## config.mk

```make
export PLATFORM = sky130hd
export DESIGN_NAME = rgba_layer_blend_unit_core
export DESIGN_NICKNAME = d
export VERILOG_FILES = /design/src/design/rlb_pkg.sv /design/src/design/rlb_arith.sv /design/src/design/rlb_div_stage.sv /design/src/design/rgba_layer_blend_unit_core.sv
export SDC_FILE = /design/constraint.sdc
export NUM_CORES = 2
export LEC_CHECK = 0
export BUFFER_PORTS_ARGS = -buffer_cell sky130_fd_sc_hd__buf_2
export CELL_PAD_IN_SITES_DETAIL_PLACEMENT = 2
export CELL_PAD_IN_SITES_GLOBAL_PLACEMENT = 2
export CORE_MARGIN = 5
export CORE_UTILIZATION = 45
export CTS_BUF_LIST = sky130_fd_sc_hd__clkbuf_8
export CTS_CLUSTER_SIZE = 10
export DETAILED_ROUTE_END_ITERATION = 6
export PLACE_DENSITY = 0.93
export SYNTH_ARGS = -nofsm -noshare
export SYNTH_HDL_FRONTEND = slang
export SYNTH_SLANG_ARGS = --single-unit
```

## constraint.sdc

```tcl
create_clock -name clk -period 16.87 [get_ports clk]
set_input_delay 1.687 -clock clk [delete_from_list [all_inputs] [get_ports clk]]
set_output_delay 1.687 -clock clk [all_outputs]
set_load 0.1 [all_outputs]
```

## src/design/rlb_pkg.sv

```systemverilog
// ----------------------------------------------------------------------------
// rlb_pkg
// Types and constants shared by the RGBA layer blend pipeline.
// ----------------------------------------------------------------------------
package rlb_pkg;

	typedef enum logic [3:0] {
		MODE_NORMAL  = 4'd0,
		MODE_ADD     = 4'd1,
		MODE_SUB     = 4'd2,
		MODE_DIFF    = 4'd3,
		MODE_DARKEN  = 4'd4,
		MODE_LIGHTEN = 4'd5,
		MODE_MULT    = 4'd6,
		MODE_DIV     = 4'd7,
		MODE_SCREEN  = 4'd8,
		MODE_OVERLAY = 4'd9
	} blend_mode_t;

	localparam int NumLanes   = 3;
	localparam int BitsPerDiv = 2;
	localparam int DivStages  = 8 / BitsPerDiv;

	typedef struct packed {
		logic [7:0] src_red;
		logic [7:0] src_green;
		logic [7:0] src_blue;
		logic [7:0] src_opacity;
		logic [7:0] dst_red;
		logic [7:0] dst_green;
		logic [7:0] dst_blue;
		logic [7:0] dst_alpha;
	} pixel_in_t;

	typedef struct packed {
		logic [7:0] out_red;
		logic [7:0] out_green;
		logic [7:0] out_blue;
		logic [7:0] out_alpha;
	} pixel_out_t;

	// One colour channel on its way through the divider
	typedef struct packed {
		logic [8:0] rem;
		logic [7:0] lo;
		logic [7:0] quo;
		logic [8:0] den;
		logic       use_div;
		logic       sat;
		logic [7:0] alt;
	} div_lane_t;

	typedef struct packed {
		div_lane_t [NumLanes-1:0] lanes;
		logic [7:0]               alpha;
	} div_word_t;

endpackage

```

## src/design/rlb_arith.sv

```systemverilog
// ----------------------------------------------------------------------------
// rlb_arith
// Five-stage front end: products, alpha, separable modes, divider operands.
// ----------------------------------------------------------------------------
module rlb_arith (
	input  logic                 clk,
	input  logic                 arst_n,
	input  logic                 in_valid,
	input  rlb_pkg::pixel_in_t   pixel,
	input  logic [3:0]           mode,
	output logic                 out_valid,
	output rlb_pkg::div_word_t   word
);
	import rlb_pkg::*;

	logic                v_s1, v_s2, v_s3, v_s4, v_s5;
	pixel_in_t           px_s1, px_s2, px_s3, px_s4;
	logic [3:0]          mode_s1, mode_s2, mode_s3, mode_s4;
	logic [7:0]          s_l [NumLanes];
	logic [7:0]          d_l [NumLanes];

	logic [15:0]         ds_s2 [NumLanes];
	logic [15:0]         inv_s2 [NumLanes];
	logic [15:0]         ssa_s2 [NumLanes];
	logic [15:0]         t_s2;

	logic [7:0]          na_s3, dw_s3;
	logic [7:0]          mul_s3 [NumLanes];
	logic [7:0]          scr_s3 [NumLanes];
	logic [15:0]         ssa_s3 [NumLanes];

	logic [7:0]          na_s4;
	logic [7:0]          mul_s4 [NumLanes];
	logic [7:0]          scr_s4 [NumLanes];
	logic [15:0]         ssa_s4 [NumLanes];
	logic [15:0]         ddw_s4 [NumLanes];
	logic [15:0]         dscr_s4 [NumLanes];
	logic [15:0]         imul_s4 [NumLanes];

	div_word_t           word_s5;

	logic [16:0]         t_rnd;
	logic [8:0]          na_wide;
	logic [7:0]          na_c;

	// Lane views of the pixel in stage 1, for the first products
	always_comb begin
		s_l[0] = px_s1.src_red;
		s_l[1] = px_s1.src_green;
		s_l[2] = px_s1.src_blue;
		d_l[0] = px_s1.dst_red;
		d_l[1] = px_s1.dst_green;
		d_l[2] = px_s1.dst_blue;
	end

	// Valid chain
	always_ff @(posedge clk or negedge arst_n) begin
		if (!arst_n) begin
			v_s1 <= 1'b0;
			v_s2 <= 1'b0;
			v_s3 <= 1'b0;
			v_s4 <= 1'b0;
			v_s5 <= 1'b0;
		end else begin
			v_s1 <= in_valid;
			v_s2 <= v_s1;
			v_s3 <= v_s2;
			v_s4 <= v_s3;
			v_s5 <= v_s4;
		end
	end

	// Stage 1: capture
	always_ff @(posedge clk) begin
		px_s1   <= pixel;
		mode_s1 <= mode;
	end

	// Stage 2: first products
	always_ff @(posedge clk) begin
		px_s2   <= px_s1;
		mode_s2 <= mode_s1;
		t_s2    <= (8'd255 - px_s1.dst_alpha) * px_s1.src_opacity;
		for (int i = 0; i < NumLanes; i++) begin
			ds_s2[i]  <= d_l[i] * s_l[i];
			inv_s2[i] <= (8'd255 - d_l[i]) * (8'd255 - s_l[i]);
			ssa_s2[i] <= s_l[i] * px_s1.src_opacity;
		end
	end

	// Stage 3: new alpha, screen and multiply values
	always_comb begin
		t_rnd   = {1'b0, t_s2} + 17'd128;
		na_wide = {1'b0, px_s2.dst_alpha} + 9'((t_rnd + (t_rnd >> 8)) >> 8);
		na_c    = na_wide[8] ? 8'd255 : na_wide[7:0];
	end

	always_ff @(posedge clk) begin
		px_s3   <= px_s2;
		mode_s3 <= mode_s2;
		na_s3   <= na_c;
		dw_s3   <= (na_c >= px_s2.src_opacity) ? na_c - px_s2.src_opacity : 8'd0;
		for (int i = 0; i < NumLanes; i++) begin
			mul_s3[i] <= ds_s2[i][15:8];
			scr_s3[i] <= 8'd255 - inv_s2[i][15:8];
			ssa_s3[i] <= ssa_s2[i];
		end
	end

	// Stage 4: second products
	logic [7:0] d3 [NumLanes];
	always_comb begin
		d3[0] = px_s3.dst_red;
		d3[1] = px_s3.dst_green;
		d3[2] = px_s3.dst_blue;
	end

	always_ff @(posedge clk) begin
		px_s4   <= px_s3;
		mode_s4 <= mode_s3;
		na_s4   <= na_s3;
		for (int i = 0; i < NumLanes; i++) begin
			mul_s4[i]  <= mul_s3[i];
			scr_s4[i]  <= scr_s3[i];
			ssa_s4[i]  <= ssa_s3[i];
			ddw_s4[i]  <= d3[i] * dw_s3;
			dscr_s4[i] <= d3[i] * scr_s3[i];
			imul_s4[i] <= (8'd255 - d3[i]) * mul_s3[i];
		end
	end

	// Stage 5: select per mode and set up the divider
	logic [7:0]  s4 [NumLanes];
	logic [7:0]  d4 [NumLanes];
	logic [8:0]  sum9 [NumLanes];
	logic [16:0] ovs [NumLanes];
	logic [16:0] num [NumLanes];
	div_word_t   w_c;

	always_comb begin
		s4[0] = px_s4.src_red;
		s4[1] = px_s4.src_green;
		s4[2] = px_s4.src_blue;
		d4[0] = px_s4.dst_red;
		d4[1] = px_s4.dst_green;
		d4[2] = px_s4.dst_blue;
		w_c.alpha = px_s4.src_opacity;
		for (int i = 0; i < NumLanes; i++) begin
			sum9[i] = {1'b0, d4[i]} + {1'b0, s4[i]};
			ovs[i]  = {1'b0, dscr_s4[i]} + {1'b0, imul_s4[i]};
			num[i]  = {1'b0, ssa_s4[i]} + {1'b0, ddw_s4[i]};
			w_c.lanes[i].rem     = {1'b0, num[i][15:8]};
			w_c.lanes[i].lo      = num[i][7:0];
			w_c.lanes[i].quo     = 8'd0;
			w_c.lanes[i].den     = {1'b0, na_s4};
			w_c.lanes[i].use_div = 1'b0;
			w_c.lanes[i].sat     = 1'b0;
			w_c.lanes[i].alt     = d4[i];
			case (mode_s4)
				MODE_NORMAL: begin
					w_c.lanes[i].use_div = (px_s4.src_opacity != 8'd0) && (na_s4 != 8'd0);
				end
				MODE_ADD:     w_c.lanes[i].alt = sum9[i][8] ? 8'd255 : sum9[i][7:0];
				MODE_SUB:     w_c.lanes[i].alt = (d4[i] > s4[i]) ? d4[i] - s4[i] : 8'd0;
				MODE_DIFF:    w_c.lanes[i].alt = (d4[i] > s4[i]) ? d4[i] - s4[i]
				                                                 : s4[i] - d4[i];
				MODE_DARKEN:  w_c.lanes[i].alt = (d4[i] < s4[i]) ? d4[i] : s4[i];
				MODE_LIGHTEN: w_c.lanes[i].alt = (d4[i] > s4[i]) ? d4[i] : s4[i];
				MODE_MULT:    w_c.lanes[i].alt = mul_s4[i];
				MODE_DIV: begin
					w_c.lanes[i].use_div = 1'b1;
					w_c.lanes[i].sat     = d4[i] > s4[i];
					w_c.lanes[i].rem     = {1'b0, d4[i]};
					w_c.lanes[i].lo      = 8'd0;
					w_c.lanes[i].den     = {1'b0, s4[i]} + 9'd1;
				end
				MODE_SCREEN:  w_c.lanes[i].alt = scr_s4[i];
				MODE_OVERLAY: w_c.lanes[i].alt = ovs[i][15:8];
				default:      w_c.lanes[i].alt = d4[i];
			endcase
		end
		case (mode_s4)
			MODE_NORMAL: begin
				w_c.alpha = w_c.lanes[0].use_div ? na_s4 : px_s4.dst_alpha;
			end
			MODE_ADD, MODE_SUB, MODE_DIFF, MODE_DARKEN, MODE_LIGHTEN,
			MODE_MULT, MODE_DIV, MODE_SCREEN, MODE_OVERLAY: begin
				w_c.alpha = px_s4.src_opacity;
			end
			default: w_c.alpha = px_s4.dst_alpha;
		endcase
	end

	always_ff @(posedge clk) begin
		word_s5 <= w_c;
	end

	assign out_valid = v_s5;
	assign word      = word_s5;

endmodule

```

## src/design/rlb_div_stage.sv

```systemverilog
// ----------------------------------------------------------------------------
// rlb_div_stage
// One registered step of the restoring divider: two quotient bits per lane.
// ----------------------------------------------------------------------------
module rlb_div_stage (
	input  logic                clk,
	input  logic                arst_n,
	input  logic                in_valid,
	input  rlb_pkg::div_word_t  word_in,
	output logic                out_valid,
	output rlb_pkg::div_word_t  word_out
);
	import rlb_pkg::*;

	logic      v_s1;
	div_word_t word_s1;
	div_word_t w_c;
	logic [9:0] trial;

	// Remainder stays below the divisor on dividing lanes that do not saturate, so it fits nine bits after each step
	always_comb begin
		w_c   = word_in;
		trial = '0;
		for (int i = 0; i < NumLanes; i++) begin
			for (int b = 0; b < BitsPerDiv; b++) begin
				trial = {w_c.lanes[i].rem, w_c.lanes[i].lo[7]};
				w_c.lanes[i].lo = {w_c.lanes[i].lo[6:0], 1'b0};
				if (trial >= {1'b0, w_c.lanes[i].den}) begin
					trial = trial - {1'b0, w_c.lanes[i].den};
					w_c.lanes[i].quo = {w_c.lanes[i].quo[6:0], 1'b1};
				end else begin
					w_c.lanes[i].quo = {w_c.lanes[i].quo[6:0], 1'b0};
				end
				w_c.lanes[i].rem = trial[8:0];
			end
		end
	end

	always_ff @(posedge clk or negedge arst_n) begin
		if (!arst_n) begin
			v_s1 <= 1'b0;
		end else begin
			v_s1 <= in_valid;
		end
	end

	always_ff @(posedge clk) begin
		word_s1 <= w_c;
	end

	assign out_valid = v_s1;
	assign word_out  = word_s1;

	a_rem_lane0: assert property (@(posedge clk) disable iff (!arst_n)
		v_s1 && word_s1.lanes[0].use_div && !word_s1.lanes[0].sat
		|-> word_s1.lanes[0].rem < word_s1.lanes[0].den)
		else $error("lane 0 remainder not below divisor");
	a_rem_lane1: assert property (@(posedge clk) disable iff (!arst_n)
		v_s1 && word_s1.lanes[1].use_div && !word_s1.lanes[1].sat
		|-> word_s1.lanes[1].rem < word_s1.lanes[1].den)
		else $error("lane 1 remainder not below divisor");
	a_rem_lane2: assert property (@(posedge clk) disable iff (!arst_n)
		v_s1 && word_s1.lanes[2].use_div && !word_s1.lanes[2].sat
		|-> word_s1.lanes[2].rem < word_s1.lanes[2].den)
		else $error("lane 2 remainder not below divisor");

endmodule

```

## src/design/rgba_layer_blend_unit_core.sv

```systemverilog
// ----------------------------------------------------------------------------
// rgba_layer_blend_unit_core
// Blends a source RGBA8 pixel onto a destination pixel under a layer mode.
// ----------------------------------------------------------------------------
// One pixel pair is taken every cycle (busy is always low) and its result
// appears on result with done high after passing five arithmetic
// stages, four divider stages of two quotient bits each, and an output
// register. The receiver cannot stall, so results must be taken as they come.
// Write blend_mode only while no transaction is in flight.
module rgba_layer_blend_unit_core (
	input  logic                clk,
	input  logic                arst_n,
	input  logic                start,
	output logic                busy,
	input  rlb_pkg::pixel_in_t  pixel,
	input  logic                mode_we,
	input  logic [3:0]          mode_wdata,
	output logic                done,
	output rlb_pkg::pixel_out_t result
);
	import rlb_pkg::*;

	logic [3:0]  mode_q;
	logic        v_st [DivStages+1];
	div_word_t   w_st [DivStages+1];
	logic        done_q;
	pixel_out_t  result_q;
	logic [7:0]  ch [NumLanes];

	always_ff @(posedge clk or negedge arst_n) begin
		if (!arst_n) begin
			mode_q <= MODE_NORMAL;
		end else if (mode_we) begin
			mode_q <= mode_wdata;
		end
	end

	assign busy = 1'b0;

	rlb_arith u_arith (
		.clk       (clk),
		.arst_n    (arst_n),
		.in_valid  (start && !busy),
		.pixel     (pixel),
		.mode      (mode_q),
		.out_valid (v_st[0]),
		.word      (w_st[0])
	);

	for (genvar g = 0; g < DivStages; g++) begin : g_div
		rlb_div_stage u_div (
			.clk       (clk),
			.arst_n    (arst_n),
			.in_valid  (v_st[g]),
			.word_in   (w_st[g]),
			.out_valid (v_st[g+1]),
			.word_out  (w_st[g+1])
		);
	end

	// Pick quotient, saturated value or the ready-made channel
	always_comb begin
		for (int i = 0; i < NumLanes; i++) begin
			if (w_st[DivStages].lanes[i].sat) begin
				ch[i] = 8'd255;
			end else if (w_st[DivStages].lanes[i].use_div) begin
				ch[i] = w_st[DivStages].lanes[i].quo;
			end else begin
				ch[i] = w_st[DivStages].lanes[i].alt;
			end
		end
	end

	always_ff @(posedge clk or negedge arst_n) begin
		if (!arst_n) begin
			done_q <= 1'b0;
		end else begin
			done_q <= v_st[DivStages];
		end
	end

	always_ff @(posedge clk) begin
		result_q.out_red   <= ch[0];
		result_q.out_green <= ch[1];
		result_q.out_blue  <= ch[2];
		result_q.out_alpha <= w_st[DivStages].alpha;
	end

	assign done   = done_q;
	assign result = result_q;

	a_latency: assert property (@(posedge clk) disable iff (!arst_n)
		done |-> $past(start, 10))
		else $error("result without a transaction ten cycles earlier");

endmodule

```

==> impl_table.tex <==
\begin{tabular}{lr}
\hline
Metric & Value \\
\hline
\multicolumn{2}{l}{\textbf{Clocking}} \\
Root buffer cell & sky130\_fd\_sc\_hd\_\_clkbuf\_8 \\
H-tree depth & 4 \\
Count of buffers added by post-CTS timing repair for setup & 0 \\
Clock tree from TritonCTS & built \\
Clock Sink Count & 1303 \\
\# hold bufs at CTS & 0 \\
Clock latency on the worst-skew pair & 1.12 ns \\
Maximum buffer depth of the clock tree & 3 \\
Post-cts sizing count & 0 \\
Register clock-pin slew on the reported worst setup and hold paths & 0.07 ns \\
Num CTS Buffers & 226 \\
\multicolumn{2}{l}{\textbf{Critical path}} \\
Cell mode on critical path & sky130\_fd\_sc\_hd\_\_ha\_1 \\
Capturing element type of the critical path & register \\
Critical path arrival & 10.29 ns \\
Worst Setup SP & u\_arith.t\_s2[9]\$\_DFF\_P\_ \\
Maximum fanout along the worst path & 10 \\
Reg2Reg Capture Point & u\_arith.dw\_s3[6]\$\_SDFF\_PN0\_ \\
Endpoint of the worst setup timing path & u\_arith.dw\_s3[6]\$\_SDFF\_PN0\_ \\
Worst r2r src & u\_arith.t\_s2[9]\$\_DFF\_P\_ \\
Type of origin of the critical path & register \\
Cell with the largest stage delay on the worst path & sky130\_fd\_sc\_hd\_\_xor2\_1 \\
Longest individual stage delay on the worst path & slightly below 0.8 ns \\
Worst Path Required & 17.77 ns \\
WS Path Type & register to register \\
Worst reg2reg path depth & 28 \\
Setup slack of the worst register-to-register path & 7.48 ns \\
\multicolumn{2}{l}{\textbf{Drt}} \\
Starting DRT DRC Count & 5981 \\
Final antenna-violating net count & 0 \\
Via count of the routed design & about 72000 \\
Vias per std cell & 6.19 \\
Routed wire length & 410000 um \\
Average wire per standard cell & 35.1 um \\
Total iterations of the first detailed-routing run & 6 \\
Remaining DRCs & 0 \\
\multicolumn{2}{l}{\textbf{Timing}} \\
Final Hold Violating Endpoints & 0 \\
F\_max & 107 MHz \\
Pins Over Slew Limit & 0 \\
Fin crit share & between 50\% and 60\% \\
Final-layout worst hold slack & 0.308 ns \\
Total negative slack & 0 ns \\
Fin crit period & 9.39 ns \\
Setup-violating endpoint count in the final report & 0 \\
RSZ-0062 raised after global routing & false \\
Slew at the pin closest to its max-slew limit & 1.40 ns \\
Normalized max-slew margin & 6.74\% \\
Worst Clk Skew & between 0.1 and 0.15 ns \\
\multicolumn{2}{l}{\textbf{Yosys}} \\
Post-Syn Nets & 10703 \\
Flip-flop cell with the highest count after synthesis & sky130\_fd\_sc\_hd\_\_dfxtp\_1 \\
Share of flip-flops with an asynchronous set or reset after synthesis & 1.07\% \\
Post-synthesis cell type count & 85 \\
Cell area after synthesis & about 86000 um\^{}2 \\
Sequential share of the synthesized area & 30.6\% \\
Synth warnings & 0 \\
Number of instances in the synthesized netlist & 8795 \\
Seq cells post-synth & 1303 \\
Count of flip-flops with a built-in enable after synthesis & 0 \\
Mapped Avg Cell Area & slightly below 10 um\^{}2 \\
\multicolumn{2}{l}{\textbf{Floorplan}} \\
Initial standard-cell utilization of the core & 45.1\% \\
Height of the chip & around 450 um \\
Die W & 446 um \\
Top Ports & 106 \\
Floorplan Core Area & 190000 um\^{}2 \\
Total Die Area & roughly 200000 um\^{}2 \\
FP Rows & 160 \\
\multicolumn{2}{l}{\textbf{GRT}} \\
Wire length of the first global-routing pass & 600000 um \\
Initial antenna violation count & 50 \\
Overflow left after global routing & 0 \\
Vias in the first global route & between 80000 and 90000 \\
Overall Global Routing Usage & 40.6\% \\
Maximum number of pins on one net before global-route repair & 53 \\
\multicolumn{2}{l}{\textbf{Placement}} \\
Area post-placement & 88900 um\^{}2 \\
HPWL reported at the end of detailed placement & 245000 um \\
Routability Congestion & 0.906 \\
Number of buffers inserted by port buffering & 104 \\
\multicolumn{2}{l}{\textbf{Final layout}} \\
Sequential cell area in the final layout & 26200 um\^{}2 \\
Area of the multi-input gates & approximately 54000 um\^{}2 \\
Final nets & 10858 \\
Layout cell share with drive strength beyond 1 & 8.48\% \\
Final Instance Area & 93900 um\^{}2 \\
Filler instances & 19790 \\
Final core area utilization & 49.5\% \\
Area growth from synthesis to layout & 9.72\% \\
\multicolumn{2}{l}{\textbf{Job}} \\
Maximum Capacitance Violations & 0 \\
\multicolumn{2}{l}{\textbf{Outcome}} \\
Status & finished, final reports clean \\
\multicolumn{2}{l}{\textbf{Hold path}} \\
Min-Delay Path Class & register to register \\
\hline
\end{tabular}
==> routing by layer <==
layer / up-vias / GRT usage, % / routed length (um)
met1: 36813 / 43.5 / 145000
met4: 50 / 29.4 / 35200
li1: 28908 / - / -
met5: - / 0.122 / 336
met3: 2169 / 11.4 / 32600
met2: 4325 / 68.6 / 197000
==> placed cells by master (no fill, tap or decap), drive strengths merged, types with 136 or more instances in the layout <==
cell	n
xor2	136
nand2	567
ha	1126
nor2b	266
clkbuf	280
a21oi	329
nand2b	162
fa	710
and2	454
inv	1329
nor2	496
buf	175
xnor2	309
dfxtp	1289
a21o	140
o21ai	214
==> state kept, by name, summed over array words and instances (netlist names), 32 cells and up <==
| signal | flops |
|---|---|
| u_arith.ddw_s4 | 48 |
| u_arith.ssa_s3 | 48 |
| u_arith.px_s1 | 40 |
| g_div.u_div.word_out | 402 |
| u_arith.ssa_s4 | 48 |
| u_arith.px_s3 | 40 |
| u_arith.px_s2 | 64 |
| result | 32 |
| u_arith.word | 111 |
| u_arith.dscr_s4 | 48 |
| u_arith.imul_s4 | 48 |
| u_arith.px_s4 | 40 |
| u_arith.ssa_s2 | 48 |
==> critical path, delay by kind of cell, from the launching register on <==
kind	cells	cell delay (ns)
simple gates	12	2.80
compound gates	8	2.71
xor+xnor	4	1.67
fa+ha+maj	3	1.24
flops	1	0.47
buf+inv	1	0.26
==> per-stage QoR <==
stage | instances | worst slack, ns
final | 11673 | 7.48
after global routing | 11654 | 7.55
after CTS | 11649 | 7.80
after detailed placement | 11233 | 8.96
after global placement | 11233 | 10.0
after floorplan | 8795 | 11.07
==> cell usage after synthesis, drive strengths merged (162+ instances only) <==
library cell	count	share of area, %
inv	1264	5.5
fa	710	17
nor2b	266	1.9
o21ai	214	1.3
nor2	496	2.2
nand2	567	2.5
clkbuf	218	0.96
xnor2	309	3.2
ha	1126	16
dfxtp	1289	30
and2	454	3.3
nand2b	162	1.2
a21oi	329	2.0
==> worst min-delay path by stage <==
stage	start	end	slack, ns	cells past startpoint
finish	g_div[0].u_div.word_out[81]$_DFF_P_	g_div[1].u_div.word_out[83]$_DFF_P_	0.31	0
global placement	g_div[0].u_div.word_out[13]$_DFF_P_	g_div[1].u_div.word_out[13]$_DFF_P_	0.31	0
detailed placement	u_arith.px_s2[13]$_DFF_P_	u_arith.d3[5]$_DFF_P_	0.31	0
floorplan	u_arith.word[0]$_DFF_P_	g_div[0].u_div.word_out[0]$_DFF_P_	0.31	0
global route	u_arith.word[3]$_DFF_P_	g_div[0].u_div.word_out[3]$_DFF_P_	0.31	0
CTS	u_arith.px_s2[46]$_DFF_P_	u_arith.px_s3[46]$_DFF_P_	0.31	0
==> layout make-up <==
type | instances | area share [%]
Multi-Input combinational cell | 5980 | 57.3
Sequential cell | 1303 | 27.8
Inverter | 1264 | 5.05
Clock buffer | 280 | 4.10
Tap cell | 2511 | 3.34
Clock inverter | 136 | 1.21
Timing Repair Buffer | 175 | 1.12
Antenna cell | 24 | 0.0639
==> kinds of logic (layout without fill, tap and decap cells) <==
kind of cell / Yosys count / count (layout) / synth area share (%)
compound gates: 1163 / 1163 / 9.09
xor+xnor: 445 / 445 / 4.55
fa+ha+maj: 1836 / 1836 / 33.1
buf+inv: 1512 / 1855 / 6.67
flops: 1303 / 1303 / 30.6
mux: 159 / 159 / 2.02
other cells: 1 / 25 / 0.00438
simple gates: 2376 / 2376 / 14.1
Power is not shown: default switching activity piles up to over one toggle a cycle in this logic, so the estimate is an artifact.
